==> src/hw/rtl/time_of_day_soft_alarm_defines.svh <==
// assertion macros for the soft alarm block
`ifndef TIME_OF_DAY_SOFT_ALARM_DEFINES_SVH
`define TIME_OF_DAY_SOFT_ALARM_DEFINES_SVH

`ifndef SYNTHESIS
// checked while out of reset
`define TDSA_ASSERT(lbl, clk, rst_n, prop) \
    lbl: assert property (@(posedge clk) disable iff (!rst_n) prop) \
        else $error("tdsa assertion failed");
// checked on every edge, reset included
`define TDSA_ASSERT_ALWAYS(lbl, clk, prop) \
    lbl: assert property (@(posedge clk) prop) \
        else $error("tdsa assertion failed");
`else
`define TDSA_ASSERT(lbl, clk, rst_n, prop)
`define TDSA_ASSERT_ALWAYS(lbl, clk, prop)
`endif

`endif

==> src/hw/rtl/tdsa_pkg.sv <==
package tdsa_pkg;

    localparam int W_OPCODE = 2;
    localparam int W_HOUR   = 5;
    localparam int W_MINSEC = 6;
    localparam int W_SECS   = 17;
    localparam int W_REST   = 12;
    localparam int W_REM    = 19;

    localparam logic [W_OPCODE-1:0] OP_ARM       = 2'd0;
    localparam logic [W_OPCODE-1:0] OP_SET_CLOCK = 2'd1;
    localparam logic [W_OPCODE-1:0] OP_QUERY     = 2'd2;

    localparam logic [W_SECS-1:0]   SECS_PER_DAY  = 17'd86400;
    localparam logic [W_SECS-1:0]   SECS_PER_HOUR = 17'd3600;
    localparam logic [W_SECS-1:0]   SECS_PER_MIN  = 17'd60;
    localparam logic [W_SECS-1:0]   MAX_GAP       = 17'd86399;
    localparam logic [W_HOUR-1:0]   MAX_HOUR      = 5'd23;
    localparam logic [W_MINSEC-1:0] MAX_MIN_SEC   = 6'd59;

    localparam logic signed [W_REM-1:0] SECS_PER_DAY_S = 19'sd86400;

    typedef struct packed {
        logic [W_OPCODE-1:0] opcode;
        logic [W_HOUR-1:0]   cur_hour;
        logic [W_MINSEC-1:0] cur_minute;
        logic [W_MINSEC-1:0] cur_second;
        logic [W_SECS-1:0]   gap_secs;
        logic [W_HOUR-1:0]   new_hour;
        logic [W_MINSEC-1:0] new_minute;
        logic [W_MINSEC-1:0] new_second;
    } t_in_item;

    typedef struct packed {
        logic signed [W_REM-1:0] rem;
        logic [W_SECS-1:0]       secs;
        logic                    next_day;
    } t_alarm_word;

    function automatic logic [W_HOUR-1:0] clamp_hour(input logic [W_HOUR-1:0] h);
        return (h > MAX_HOUR) ? MAX_HOUR : h;
    endfunction

    function automatic logic [W_MINSEC-1:0] clamp_minsec(input logic [W_MINSEC-1:0] v);
        return (v > MAX_MIN_SEC) ? MAX_MIN_SEC : v;
    endfunction

    function automatic logic [W_SECS-1:0] to_secs(input logic [W_HOUR-1:0] h,
                                                  input logic [W_MINSEC-1:0] m,
                                                  input logic [W_MINSEC-1:0] s);
        logic [W_SECS-1:0] hs;
        logic [W_SECS-1:0] ms;
        hs = W_SECS'(clamp_hour(h)) * SECS_PER_HOUR;
        ms = W_SECS'(clamp_minsec(m)) * SECS_PER_MIN;
        return hs + ms + W_SECS'(clamp_minsec(s));
    endfunction

endpackage

==> src/hw/rtl/tdsa_if.sv <==
interface tdsa_in_if;
    logic                          valid;
    logic                          ready;
    logic [tdsa_pkg::W_OPCODE-1:0] opcode;
    logic [tdsa_pkg::W_HOUR-1:0]   cur_hour;
    logic [tdsa_pkg::W_MINSEC-1:0] cur_minute;
    logic [tdsa_pkg::W_MINSEC-1:0] cur_second;
    logic [tdsa_pkg::W_SECS-1:0]   gap_secs;
    logic [tdsa_pkg::W_HOUR-1:0]   new_hour;
    logic [tdsa_pkg::W_MINSEC-1:0] new_minute;
    logic [tdsa_pkg::W_MINSEC-1:0] new_second;

    modport source (
        output valid, opcode, cur_hour, cur_minute, cur_second, gap_secs,
               new_hour, new_minute, new_second,
        input  ready
    );
    modport sink (
        input  valid, opcode, cur_hour, cur_minute, cur_second, gap_secs,
               new_hour, new_minute, new_second,
        output ready
    );
endinterface

interface tdsa_out_if;
    logic                             valid;
    logic                             ready;
    logic signed [tdsa_pkg::W_REM-1:0] remaining_seconds;
    logic [tdsa_pkg::W_HOUR-1:0]      alarm_hour_out;
    logic [tdsa_pkg::W_MINSEC-1:0]    alarm_minute_out;
    logic [tdsa_pkg::W_MINSEC-1:0]    alarm_second_out;
    logic                             next_day_out;

    modport source (
        output valid, remaining_seconds, alarm_hour_out, alarm_minute_out,
               alarm_second_out, next_day_out,
        input  ready
    );
    modport sink (
        input  valid, remaining_seconds, alarm_hour_out, alarm_minute_out,
               alarm_second_out, next_day_out,
        output ready
    );
endinterface

==> src/hw/rtl/tdsa_hms_split.sv <==
`include "time_of_day_soft_alarm_defines.svh"

module tdsa_hms_split (
    input  logic                  i_clk,
    input  logic                  i_rst_n,
    input  logic                  i_valid,
    output logic                  o_ready,
    input  tdsa_pkg::t_alarm_word i_word,
    tdsa_out_if.source            o_out
);

    logic                              r_c_valid;
    logic [tdsa_pkg::W_HOUR-1:0]       r_c_hour;
    logic [tdsa_pkg::W_REST-1:0]       r_c_rest;
    logic signed [tdsa_pkg::W_REM-1:0] r_c_rem;
    logic                              r_c_next_day;

    logic                              r_o_valid;
    logic [tdsa_pkg::W_HOUR-1:0]       r_o_hour;
    logic [tdsa_pkg::W_MINSEC-1:0]     r_o_minute;
    logic [tdsa_pkg::W_MINSEC-1:0]     r_o_second;
    logic signed [tdsa_pkg::W_REM-1:0] r_o_rem;
    logic                              r_o_next_day;

    logic [tdsa_pkg::W_HOUR-1:0]   n_c_hour;
    logic [tdsa_pkg::W_REST-1:0]   n_c_rest;
    logic [tdsa_pkg::W_MINSEC-1:0] n_o_minute;
    logic [tdsa_pkg::W_MINSEC-1:0] n_o_second;
    logic [tdsa_pkg::W_SECS-1:0]   hour_base;
    logic [tdsa_pkg::W_REST-1:0]   min_base;
    logic                          c_adv;

    assign c_adv   = !r_o_valid || o_out.ready;
    assign o_ready = !r_c_valid || c_adv;

    // hours by comparison against each hour boundary
    always_comb begin
        n_c_hour  = '0;
        hour_base = '0;
        for (int k = 1; k < 24; k++) begin
            if (i_word.secs >= tdsa_pkg::W_SECS'(k * tdsa_pkg::SECS_PER_HOUR)) begin
                n_c_hour  = tdsa_pkg::W_HOUR'(k);
                hour_base = tdsa_pkg::W_SECS'(k * tdsa_pkg::SECS_PER_HOUR);
            end
        end
        n_c_rest = tdsa_pkg::W_REST'(i_word.secs - hour_base);
    end

    // minutes within the hour, same scheme
    always_comb begin
        n_o_minute = '0;
        min_base   = '0;
        for (int k = 1; k < 60; k++) begin
            if (r_c_rest >= tdsa_pkg::W_REST'(k * tdsa_pkg::SECS_PER_MIN)) begin
                n_o_minute = tdsa_pkg::W_MINSEC'(k);
                min_base   = tdsa_pkg::W_REST'(k * tdsa_pkg::SECS_PER_MIN);
            end
        end
        n_o_second = tdsa_pkg::W_MINSEC'(r_c_rest - min_base);
    end

    always_ff @(posedge i_clk) begin
        if (!i_rst_n) begin
            r_c_valid <= 1'b0;
            r_o_valid <= 1'b0;
        end else begin
            if (o_ready) begin
                r_c_valid <= i_valid;
            end
            if (c_adv) begin
                r_o_valid <= r_c_valid;
            end
        end
    end

    always_ff @(posedge i_clk) begin
        if (i_valid && o_ready) begin
            r_c_hour     <= n_c_hour;
            r_c_rest     <= n_c_rest;
            r_c_rem      <= i_word.rem;
            r_c_next_day <= i_word.next_day;
        end
        if (r_c_valid && c_adv) begin
            r_o_hour     <= r_c_hour;
            r_o_minute   <= n_o_minute;
            r_o_second   <= n_o_second;
            r_o_rem      <= r_c_rem;
            r_o_next_day <= r_c_next_day;
        end
    end

    assign o_out.valid             = r_o_valid;
    assign o_out.remaining_seconds = r_o_rem;
    assign o_out.alarm_hour_out    = r_o_hour;
    assign o_out.alarm_minute_out  = r_o_minute;
    assign o_out.alarm_second_out  = r_o_second;
    assign o_out.next_day_out      = r_o_next_day;

    `TDSA_ASSERT(a_rest_below_hour, i_clk, i_rst_n,
        r_c_valid |-> (r_c_rest < tdsa_pkg::W_REST'(tdsa_pkg::SECS_PER_HOUR)))
    `TDSA_ASSERT(a_out_in_range, i_clk, i_rst_n,
        r_o_valid |-> (r_o_hour <= tdsa_pkg::MAX_HOUR
                       && r_o_minute <= tdsa_pkg::MAX_MIN_SEC
                       && r_o_second <= tdsa_pkg::MAX_MIN_SEC))
    `TDSA_ASSERT(a_word_taken, i_clk, i_rst_n,
        (i_valid && o_ready) |=> r_c_valid)

endmodule

==> src/hw/rtl/time_of_day_soft_alarm.sv <==
// soft alarm held as a time of day
// input channel i_in: one transaction per item, carrying the opcode, the
// current clock time, the arm gap and the new clock time for set clock
// output channel o_out: exactly one transaction per accepted item, in order,
// carrying the remaining seconds (query only, else zero) and the stored alarm
// hour, minute, second and next-day flag after that item
// an accepted item passes the input register, the alarm update, the hour split
// and the minute split into the output register; throughput is one item per
// cycle while the receiver does not stall, set by the alarm update stage
// which reads and writes the alarm state in the same cycle
// the alarm is held internally as seconds of day and split into hours,
// minutes and seconds over two pipeline stages on the way out
// reset (synchronous, active low) clears the alarm, the next-day flag, the
// last seen hour and every stage; no clearing pass is needed
// when the receiver stalls the stages fill up behind the output register
// and i_in.ready drops only once every stage holds an item; nothing is lost
`include "time_of_day_soft_alarm_defines.svh"

module time_of_day_soft_alarm (
    input  logic       i_clk,
    input  logic       i_rst_n,
    tdsa_in_if.sink    i_in,
    tdsa_out_if.source o_out
);

    logic                        r_a_valid;
    tdsa_pkg::t_in_item          r_a_item;
    logic                        r_b_valid;
    tdsa_pkg::t_alarm_word       r_b_word;
    logic [tdsa_pkg::W_SECS-1:0] r_alarm_secs;
    logic                        r_next_day;
    logic [tdsa_pkg::W_HOUR-1:0] r_prev_hour;

    logic [tdsa_pkg::W_SECS-1:0] n_alarm_secs;
    logic                        n_next_day;
    logic [tdsa_pkg::W_HOUR-1:0] n_prev_hour;
    tdsa_pkg::t_alarm_word       n_b_word;

    logic                              in_ready;
    logic                              a_adv;
    logic                              a_move;
    logic                              split_ready;
    logic [tdsa_pkg::W_HOUR-1:0]       hour_c;
    logic [tdsa_pkg::W_SECS-1:0]       now_s;
    logic [tdsa_pkg::W_SECS-1:0]       new_s;
    logic [tdsa_pkg::W_SECS-1:0]       gap_c;
    logic [tdsa_pkg::W_SECS:0]         sum_arm;
    logic signed [tdsa_pkg::W_REM-1:0] sum_set;
    logic signed [tdsa_pkg::W_REM-1:0] rem;
    logic                              nd_query;

    assign a_adv     = !r_b_valid || split_ready;
    assign a_move    = r_a_valid && a_adv;
    assign in_ready  = !r_a_valid || a_adv;
    assign i_in.ready = in_ready;

    always_comb begin
        hour_c   = tdsa_pkg::clamp_hour(r_a_item.cur_hour);
        now_s    = tdsa_pkg::to_secs(r_a_item.cur_hour, r_a_item.cur_minute,
                                     r_a_item.cur_second);
        new_s    = tdsa_pkg::to_secs(r_a_item.new_hour, r_a_item.new_minute,
                                     r_a_item.new_second);
        gap_c    = (r_a_item.gap_secs > tdsa_pkg::MAX_GAP) ? tdsa_pkg::MAX_GAP
                                                            : r_a_item.gap_secs;
        sum_arm  = {1'b0, now_s} + {1'b0, gap_c};
        sum_set  = $signed({2'b00, r_alarm_secs}) + $signed({2'b00, new_s})
                 - $signed({2'b00, now_s});
        nd_query = (hour_c == '0 && r_prev_hour == tdsa_pkg::MAX_HOUR) ? 1'b0
                                                                       : r_next_day;

        n_alarm_secs = r_alarm_secs;
        n_next_day   = r_next_day;
        n_prev_hour  = r_prev_hour;
        rem          = '0;

        unique case (r_a_item.opcode)
            tdsa_pkg::OP_ARM: begin
                if (sum_arm >= {1'b0, tdsa_pkg::SECS_PER_DAY}) begin
                    n_alarm_secs = tdsa_pkg::W_SECS'(sum_arm - {1'b0, tdsa_pkg::SECS_PER_DAY});
                    n_next_day   = 1'b1;
                end else begin
                    n_alarm_secs = sum_arm[tdsa_pkg::W_SECS-1:0];
                end
            end
            tdsa_pkg::OP_SET_CLOCK: begin
                if (sum_set >= tdsa_pkg::SECS_PER_DAY_S) begin
                    n_alarm_secs = tdsa_pkg::W_SECS'(sum_set - tdsa_pkg::SECS_PER_DAY_S);
                    n_next_day   = 1'b1;
                end else if (sum_set < 0) begin
                    n_alarm_secs = tdsa_pkg::W_SECS'(sum_set + tdsa_pkg::SECS_PER_DAY_S);
                end else begin
                    n_alarm_secs = sum_set[tdsa_pkg::W_SECS-1:0];
                end
            end
            tdsa_pkg::OP_QUERY: begin
                n_next_day  = nd_query;
                n_prev_hour = hour_c;
                rem = $signed({2'b00, r_alarm_secs})
                    + (nd_query ? tdsa_pkg::SECS_PER_DAY_S : '0)
                    - $signed({2'b00, now_s});
            end
            default: begin
                // unused opcode leaves the state alone
            end
        endcase

        n_b_word.rem      = rem;
        n_b_word.secs     = n_alarm_secs;
        n_b_word.next_day = n_next_day;
    end

    always_ff @(posedge i_clk) begin
        if (!i_rst_n) begin
            r_a_valid    <= 1'b0;
            r_b_valid    <= 1'b0;
            r_alarm_secs <= '0;
            r_next_day   <= 1'b0;
            r_prev_hour  <= '0;
        end else begin
            if (in_ready) begin
                r_a_valid <= i_in.valid;
            end
            if (a_adv) begin
                r_b_valid <= r_a_valid;
            end
            if (a_move) begin
                r_alarm_secs <= n_alarm_secs;
                r_next_day   <= n_next_day;
                r_prev_hour  <= n_prev_hour;
            end
        end
    end

    always_ff @(posedge i_clk) begin
        if (i_in.valid && in_ready) begin
            r_a_item.opcode     <= i_in.opcode;
            r_a_item.cur_hour   <= i_in.cur_hour;
            r_a_item.cur_minute <= i_in.cur_minute;
            r_a_item.cur_second <= i_in.cur_second;
            r_a_item.gap_secs   <= i_in.gap_secs;
            r_a_item.new_hour   <= i_in.new_hour;
            r_a_item.new_minute <= i_in.new_minute;
            r_a_item.new_second <= i_in.new_second;
        end
        if (a_move) begin
            r_b_word <= n_b_word;
        end
    end

    tdsa_hms_split u_split (
        .i_clk   (i_clk),
        .i_rst_n (i_rst_n),
        .i_valid (r_b_valid),
        .o_ready (split_ready),
        .i_word  (r_b_word),
        .o_out   (o_out)
    );

    `TDSA_ASSERT(a_alarm_in_day, i_clk, i_rst_n, r_alarm_secs < tdsa_pkg::SECS_PER_DAY)
    `TDSA_ASSERT(a_stall_holds, i_clk, i_rst_n,
        (r_a_valid && !a_adv) |=> (r_a_valid && $stable(r_a_item)))
    `TDSA_ASSERT(a_flag_clears_on_query, i_clk, i_rst_n,
        ($fell(r_next_day) && $past(i_rst_n))
            |-> $past(a_move && r_a_item.opcode == tdsa_pkg::OP_QUERY))

endmodule
==> src/flat_wrapper.sv <==
// flat-port wrapper written by rule: the top's interface ports become plain ports
module time_of_day_soft_alarm_flat 
  (i_clk, i_rst_n, i_in_valid, i_in_opcode, i_in_cur_hour, i_in_cur_minute, i_in_cur_second, i_in_gap_secs, i_in_new_hour, i_in_new_minute, i_in_new_second, i_in_ready, o_out_valid, o_out_remaining_seconds, o_out_alarm_hour_out, o_out_alarm_minute_out, o_out_alarm_second_out, o_out_next_day_out, o_out_ready);
  tdsa_in_if i_in_i ();
  tdsa_out_if o_out_i ();
  input  logic i_clk;
  input  logic i_rst_n;
  input wire logic [$bits(i_in_i.valid)-1:0] i_in_valid;
  input wire logic [$bits(i_in_i.opcode)-1:0] i_in_opcode;
  input wire logic [$bits(i_in_i.cur_hour)-1:0] i_in_cur_hour;
  input wire logic [$bits(i_in_i.cur_minute)-1:0] i_in_cur_minute;
  input wire logic [$bits(i_in_i.cur_second)-1:0] i_in_cur_second;
  input wire logic [$bits(i_in_i.gap_secs)-1:0] i_in_gap_secs;
  input wire logic [$bits(i_in_i.new_hour)-1:0] i_in_new_hour;
  input wire logic [$bits(i_in_i.new_minute)-1:0] i_in_new_minute;
  input wire logic [$bits(i_in_i.new_second)-1:0] i_in_new_second;
  output wire logic [$bits(i_in_i.ready)-1:0] i_in_ready;
  output wire logic [$bits(o_out_i.valid)-1:0] o_out_valid;
  output wire logic [$bits(o_out_i.remaining_seconds)-1:0] o_out_remaining_seconds;
  output wire logic [$bits(o_out_i.alarm_hour_out)-1:0] o_out_alarm_hour_out;
  output wire logic [$bits(o_out_i.alarm_minute_out)-1:0] o_out_alarm_minute_out;
  output wire logic [$bits(o_out_i.alarm_second_out)-1:0] o_out_alarm_second_out;
  output wire logic [$bits(o_out_i.next_day_out)-1:0] o_out_next_day_out;
  input wire logic [$bits(o_out_i.ready)-1:0] o_out_ready;
  assign i_in_i.valid = i_in_valid;
  assign i_in_i.opcode = i_in_opcode;
  assign i_in_i.cur_hour = i_in_cur_hour;
  assign i_in_i.cur_minute = i_in_cur_minute;
  assign i_in_i.cur_second = i_in_cur_second;
  assign i_in_i.gap_secs = i_in_gap_secs;
  assign i_in_i.new_hour = i_in_new_hour;
  assign i_in_i.new_minute = i_in_new_minute;
  assign i_in_i.new_second = i_in_new_second;
  assign i_in_ready = i_in_i.ready;
  assign o_out_valid = o_out_i.valid;
  assign o_out_remaining_seconds = o_out_i.remaining_seconds;
  assign o_out_alarm_hour_out = o_out_i.alarm_hour_out;
  assign o_out_alarm_minute_out = o_out_i.alarm_minute_out;
  assign o_out_alarm_second_out = o_out_i.alarm_second_out;
  assign o_out_next_day_out = o_out_i.next_day_out;
  assign o_out_i.ready = o_out_ready;
  time_of_day_soft_alarm u_core (.i_clk(i_clk), .i_rst_n(i_rst_n), .i_in(i_in_i), .o_out(o_out_i));
endmodule
==> config.mk <==
export PLATFORM = sky130hd
export DESIGN_NAME = time_of_day_soft_alarm_flat
export DESIGN_NICKNAME = d
export VERILOG_FILES = /design/src/hw/rtl/tdsa_pkg.sv /design/src/hw/rtl/tdsa_if.sv /design/src/hw/rtl/tdsa_hms_split.sv /design/src/hw/rtl/time_of_day_soft_alarm.sv /design/src/flat_wrapper.sv
export VERILOG_INCLUDE_DIRS = /design/src /design/src/hw/rtl
export SDC_FILE = /design/constraint.sdc
export NUM_CORES = 1
export LEC_CHECK = 0
export BUFFER_PORTS_ARGS = -buffer_cell sky130_fd_sc_hd__clkbuf_2
export CORE_MARGIN = 2
export CORE_UTILIZATION = 38
export CTS_BUF_LIST = sky130_fd_sc_hd__clkbuf_2 sky130_fd_sc_hd__clkbuf_4 sky130_fd_sc_hd__clkbuf_8
export DETAILED_ROUTE_END_ITERATION = 7
export RECOVER_POWER = 25
export SYNTH_ARGS = -nofsm -noshare
export SYNTH_HDL_FRONTEND = slang
export SYNTH_SLANG_ARGS = --single-unit
export TNS_END_PERCENT = 20
==> constraint.sdc <==
create_clock -name i_clk -period 13 [get_ports i_clk]
set_input_delay 2.6 -clock i_clk [delete_from_list [all_inputs] [get_ports i_clk]]
set_output_delay 2.6 -clock i_clk [all_outputs]
set_load 0.01 [all_outputs]
## After elaboration in Yosys (flattened, before gate mapping)

Index checks and enable logic that the tools add are counted.

| storage, ports and cells | value |
|---|---|
| bits in registers | 191 |
| word-level logic and storage cells | 348 |
| output and inout port bits | 39 |
| bits of input ports | 57 |

| cells by class | value |
|---|---|
| mux-type cells | 178 |
| equality and inequality tests | 3 |
| $add $sub $neg | 14 |
| multiply operators | 4 |
| reduce and logical (&&, ||, !) cells | 23 |
| order comparisons | 92 |

Operator list:

| kind | number |
|---|---|
| $mux 6 | 93 |
| $ge 12x12->1 const B | 25 |
| $mux 12 | 23 |
| $ge 12x11->1 const B | 17 |
| $mux 5 | 32 |
| $ge 17x16->1 const B | 9 |
| $ge 12x10->1 const B | 9 |
| $ge 17x15->1 const B | 5 |
| $ge 17x17->1 const B | 5 |
| $mux 17 | 5 |
| $ge 12x9->1 const B | 4 |
| $add 17x17->18 | 2 |
| $add 17x12->17 | 2 |
| $add 17x6->17 | 2 |
| $ge 17x14->1 const B | 2 |
| $pmux 17 s2 | 1 |
| $sub 17x17->17 const B | 2 |
| $mux 4 | 8 |
| $reduce_or 28->1 | 1 |
| $mul 5x8->13 const B | 2 |
| $ge 12x8->1 const B | 2 |
| $gt 6x6->1 const B | 4 |
| $mul 6x4->10 const B | 2 |
| $add 17x19->19 | 1 |
| other kinds (31) | 56 |

## Longest topological paths before layout

| logic depth | value |
|---|---|
| depth in word-level cells | 61 |
| gate-level depth with buffers | 38 |
| gate-level depth less buffers | 37 |

## Cells and area by module

A second synthesis with hierarchy kept.

| unflattened totals | value |
|---|---|
| cell total of the unflattened synthesis | 1926 |
| area, all modules | 17307.8 um2 |

By module, submodules not included:

| module | cells each | area an instance (um2) | times used | sequential area each (um2) |
|---|---|---|---|---|
| time_of_day_soft_alarm | 1338 | 12069.1 | 1 | 3203.1 |
| tdsa_hms_split | 588 | 5238.8 | 1 | 2262.2 |

## Worst setup path before layout

No wires, ideal clock.

| path | value |
|---|---|
| path type | register -> register |
| from | reg u_core.r_a_item[45] in the netlist's numbering |
| to | reg u_core.r_b_word[12] in the netlist's numbering (data pin) |
| arrival | 7467 ps |
| stages on the path, launching flop included | 34 |
| clock period less this slack | 7727 ps |
| setup time | 260 ps |
| path slack | 5273 ps |
| data required time | 12740 ps |
| buffers on the path | 1 |
| path through | edfxtp_1 > ha_1 > nand3_1 > nand2b_1 > fa_1 > inv_1 > fa_1 > fa_1 > inv_1 > fa_1 > ha_1 > nor2b_1 > o21ai_0 > a21boi_0 > o21ai_0 > nand2b_1 > a21oi_1 > o21bai_1 > xor2_1 > fa_1 > inv_1 > ha_1 > or3_1 > o21bai_1 > a41oi_1 > nor2_1 > xor2_1 > o21ai_1 > o31ai_1 > buf_4 > a21oi_1 > xor2_1 > mux2i_1 > mux2_2 |

| between the ends | value |
|---|---|
| longest elaborated chain between the ends | 10 |
| elaborated cells on any way between the ends | 17 |
| classes of those cells | add/sub (7); mul (1); order compare (4); mux (5) |

Ends and longest elaborated chain:

| what | line | RTL |
|---|---|---|
| start, declared | time_of_day_soft_alarm.sv:27 | `tdsa_pkg::t_in_item r_a_item;` |
| $gt 6x6->1 | tdsa_pkg.sv:45 | `return (v > MAX_MIN_SEC) ? MAX_MIN_SEC : v;` |
| $mux 6 * | tdsa_pkg.sv:45 |  |
| $mul 6x4->10 * | tdsa_pkg.sv:54 | `ms = W_SECS'(clamp_minsec(m)) * SECS_PER_MIN;` |
| $add 17x12->17 * | tdsa_pkg.sv:55 | `return hs + ms + W_SECS'(clamp_minsec(s));` |
| $add 17x6->17 * | tdsa_pkg.sv:55 |  |
| $sub 18x17->19 | time_of_day_soft_alarm.sv:67 | `- $signed({2'b00, now_s});` |
| $add 17x17->17 or $lt 19x1->1 (tied branches) | time_of_day_soft_alarm.sv:90, time_of_day_soft_alarm.sv:89 |  |
| $mux 17 | time_of_day_soft_alarm.sv:89 | `end else if (sum_set < 0) begin` |
| $mux 17 | time_of_day_soft_alarm.sv:86 | `if (sum_set >= tdsa_pkg::SECS_PER_DAY_S) begin` |
| $pmux 17 s2 * | time_of_day_soft_alarm.sv:76 | `unique case (r_a_item.opcode)` |
| named net u_core.n_alarm_secs, one bit | time_of_day_soft_alarm.sv:34 | `logic [tdsa_pkg::W_SECS-1:0] n_alarm_secs;` |
| end signal, assigned | time_of_day_soft_alarm.sv:146 | `r_b_word <= n_b_word;` |
| end, declared | time_of_day_soft_alarm.sv:29 | `tdsa_pkg::t_alarm_word r_b_word;` |

The timed path passes the listed nets; every way through them passes the cells marked *.
A chain may end at the register's enable or synchronous reset.

## Final worst setup path

| path | value |
|---|---|
| from | reg u_core.r_a_item[11] in the netlist's numbering |
| to | reg u_core.r_b_word[12] in the netlist's numbering (data pin) |

| between the ends | value |
|---|---|
| longest elaborated chain between the ends | 11 |
| elaborated cells on any way between the ends | 14 |
| classes of those cells | add/sub (6); mul (1); order compare (3); mux (4) |

Ends and longest elaborated chain:

| what | line | RTL |
|---|---|---|
| $gt 6x6->1 | tdsa_pkg.sv:45 |  |
| $mux 6 * | tdsa_pkg.sv:45 |  |
| $mul 6x4->10 * | tdsa_pkg.sv:54 |  |
| $add 17x12->17 * | tdsa_pkg.sv:55 |  |
| $add 17x6->17 * | tdsa_pkg.sv:55 |  |
| $add 17x17->18 * | time_of_day_soft_alarm.sv:66 | `sum_set = $signed({2'b00, r_alarm_secs}) + $signed({2'b00, new_s})` |
| $sub 18x17->19 * | time_of_day_soft_alarm.sv:67 |  |
| $add 17x17->17 or $lt 19x1->1 (tied branches) | time_of_day_soft_alarm.sv:90, time_of_day_soft_alarm.sv:89 |  |
| $mux 17 | time_of_day_soft_alarm.sv:89 |  |
| $mux 17 * | time_of_day_soft_alarm.sv:86 |  |
| $pmux 17 s2 * | time_of_day_soft_alarm.sv:76 |  |
| named net u_core.n_alarm_secs, one bit | time_of_day_soft_alarm.sv:34 |  |

Marked as above.

==> impl_metrics.env <==
export IMPL_path_delay_family="adder cells"
export IMPL_final_hold_violation_count=0
export IMPL_wirelength_um=44040
export IMPL_violations="max-capacitance violations, max-slew violations"
export IMPL_critPathRequiredTime_ps=13340
export IMPL_design_area_um2=18210
export IMPL_grt_max_degree=54
export IMPL_worst_setup_path_end_kind="flop"
export IMPL_fillers=4441
export IMPL_timing_critical_path_mode_cell="fa_1"
export IMPL_final_cell_mix="inv_1 (194), ha_1 (173), a21oi_1 (171)"
export IMPL_crit_fanout=12
export IMPL_final_common_cell="inv_1"
export IMPL_clkLatencyLatePin_ps=590
export IMPL_gp_congestion=0.9791
export IMPL_drtIter0Drc=1168
export IMPL_final_nets=2196
export IMPL_core_area_um2=43930
export IMPL_synth_enable_flop_cells=164
export IMPL_fmax_mhz=116.0
export IMPL_grt_total_usage_pct=19.61
export IMPL_hold_class="flop to flop"
export IMPL_status="finished with violations"
export IMPL_max_slew_margin_rel_pct=-16.95
export IMPL_cts_sinks=191
export IMPL_viasPerCell=5.506
export IMPL_cts_buffers=17
export IMPL_syn_nets=2145
export IMPL_rsz0062_at_grt="false"
export IMPL_cts_path_max_buffers=2
export IMPL_cts_hold_buf=0
export IMPL_ys_ff_latch=191
export IMPL_antenna_found_initial=1
export IMPL_dieArea_um2=45990
export IMPL_worst_setup_path_start_kind="flop"
export IMPL_cts_tree="built"
export IMPL_synthCells=1863
export IMPL_syn_avg_cell_area_um2=9.034
export IMPL_ys_types=99
export IMPL_drive_gt1_share_pct=9.652
export IMPL_wl_per_cell_um=17.48
export IMPL_critPathSlowestCell="fa_1"
export IMPL_slew_violations=33
export IMPL_worstMarginPinSlew_ps=1754
export IMPL_area_growth_pct=8.177
export IMPL_die_h_um=214.5
export IMPL_crit_type="flop to flop"
export IMPL_drt_pass1_iter_count=6
export IMPL_place_area_um2=17810
export IMPL_clkSlewWorstSetupHoldPaths_ps=110
export IMPL_timing_critical_path_buf_inv=4
export IMPL_ys_seq_area_share_pct=32.47
export IMPL_yosys_area_top_type="edfxtp_1"
export IMPL_period_minus_slack_ps=8621
export IMPL_postCtsResizedCells=0
export IMPL_tns_ps=0
export IMPL_cpPeakStageDelay_ps=540
export IMPL_grt_pass1_vias=13720
export IMPL_cts_root_buf="clkbuf_8"
export IMPL_ys_flop_type="edfxtp_1"
export IMPL_via_count=13880
export IMPL_start_util_pct=38.31
export IMPL_netlist_area_leader_share_pct=29.26
export IMPL_synth_area_um2=16830
export IMPL_drv_cap=1
export IMPL_ant_nets=0
export IMPL_async_reset_ff_share_pct=0
export IMPL_setup_violations=0
export IMPL_yosys_warnings=0
export IMPL_htree_num_levels=4
export IMPL_synth_area_leaders="edfxtp_1 (29%), ha_1 (13%), fa_1 (6.2%), a21oi_1 (5.1%), inv_1 (4.3%)"
export IMPL_post_cts_buffers=0
export IMPL_finalCritPeriodShare_pct=66.32
export IMPL_port_buffers=95
export IMPL_grt_pass1_wl_um=71250
export IMPL_fin_skew_ps=27.15
export IMPL_ios=96
export IMPL_worst_ep_arrival_time_ps=8970
export IMPL_die_w_um=214.5
export IMPL_dp_hpwl_um=34730
export IMPL_remaining_drc_errors=0
export IMPL_grt_ovfl_total=0
export IMPL_num_rows=77
## cell usage after synthesis (24+ instances only)
master and number:
xnor2_1 59, xor2_1 30, nand2_1 132, nand3_1 33, nor3_1 44, fa_1 52, o21a_1 24, o21ai_0 125
nand2b_1 40, edfxtp_1 164, nor2_1 125, ha_1 173, o21bai_1 32, inv_1 194, clkbuf_1 60, a21oi_1 171
nor2b_1 29, a21o_1 32, dfxtp_1 27
## sequential cells by signal, indices dropped and copies added (netlist names)
signal and count:
u_core.u_split.o_out.alarm_hour_out 5, u_core.u_split.o_out.alarm_minute_out 6, u_core.r_prev_hour 5, u_core.u_split.o_out.remaining_seconds 19
u_core.r_next_day 1, u_core.u_split.o_out.valid 1, u_core.r_a_valid 1, u_core.u_split.r_c_next_day 1
u_core.u_split.r_c_valid 1, u_core.u_split.r_c_rest 12, u_core.r_a_item 53, u_core.r_b_valid 1
u_core.u_split.r_c_rem 19, u_core.u_split.r_c_hour 5, u_core.r_alarm_secs 17, u_core.u_split.o_out.alarm_second_out 6
u_core.r_b_word 37, u_core.u_split.o_out.next_day_out 1
## layer usage
| layer | share of wire, % | global-route usage, % | vias up |
|---|---|---|---|
| met5 | 0 | 0 | - |
| met4 | 4.0 | 9.005 | 0 |
| met3 | 6.0 | 3.716 | 97 |
| met2 | 46 | 31.62 | 465 |
| met1 | 44 | 25.50 | 6548 |
| li1 | - | - | 6765 |
## per-stage QoR
step                util, %  worst slack [ps]  hold slack (ps)  std cells
floorplan                 -              5273            400.3       1863
finish                41.44              4379            428.4       2520
global placement      40.53              4778            402.6       2487
global route          41.44              3862            434.0       2520
detailed placement    40.53              4574            404.5       2487
CTS                   41.45              4560            430.9       2519
## final cells by class
type	instances	area, µm²	area share [%]
diodes	1	2.502	0.01374
clock buffers	17	234.0	1.285
clock inverters	15	167.7	0.9208
inverters	195	732.0	4.020
multi-input cells	1399	10280	56.47
flip-flops and latches	191	5465	30.02
well taps	592	740.7	4.068
repair buffers	110	584.3	3.209
## cell families after synthesis
logic type | synth area share, %
compound gates | 21.02
xor+xnor | 4.795
fa+ha+maj | 19.11
buf+inv | 6.564
flops | 32.47
mux | 0.9218
simple gates | 15.13
## path summary, 6_finish.rpt
path	slack, ps	to	from	cells after the start
hold / removal	430	u_core.u_split.o_out.next_day_out$_DFFE_PP_	u_core.u_split.r_c_next_day$_DFFE_PP_	0
setup reg to reg	4380	u_core.r_b_word[12]$_DFFE_PP_	u_core.r_a_item[11]$_DFFE_PP_	33
hold reg to reg	430	u_core.u_split.o_out.next_day_out$_DFFE_PP_	u_core.u_split.r_c_next_day$_DFFE_PP_	0
setup / recovery	4380	u_core.r_b_word[12]$_DFFE_PP_	u_core.r_a_item[11]$_DFFE_PP_	33
Power is not shown: default switching activity piles up to over one toggle a cycle in this logic, so the estimate is an artifact.
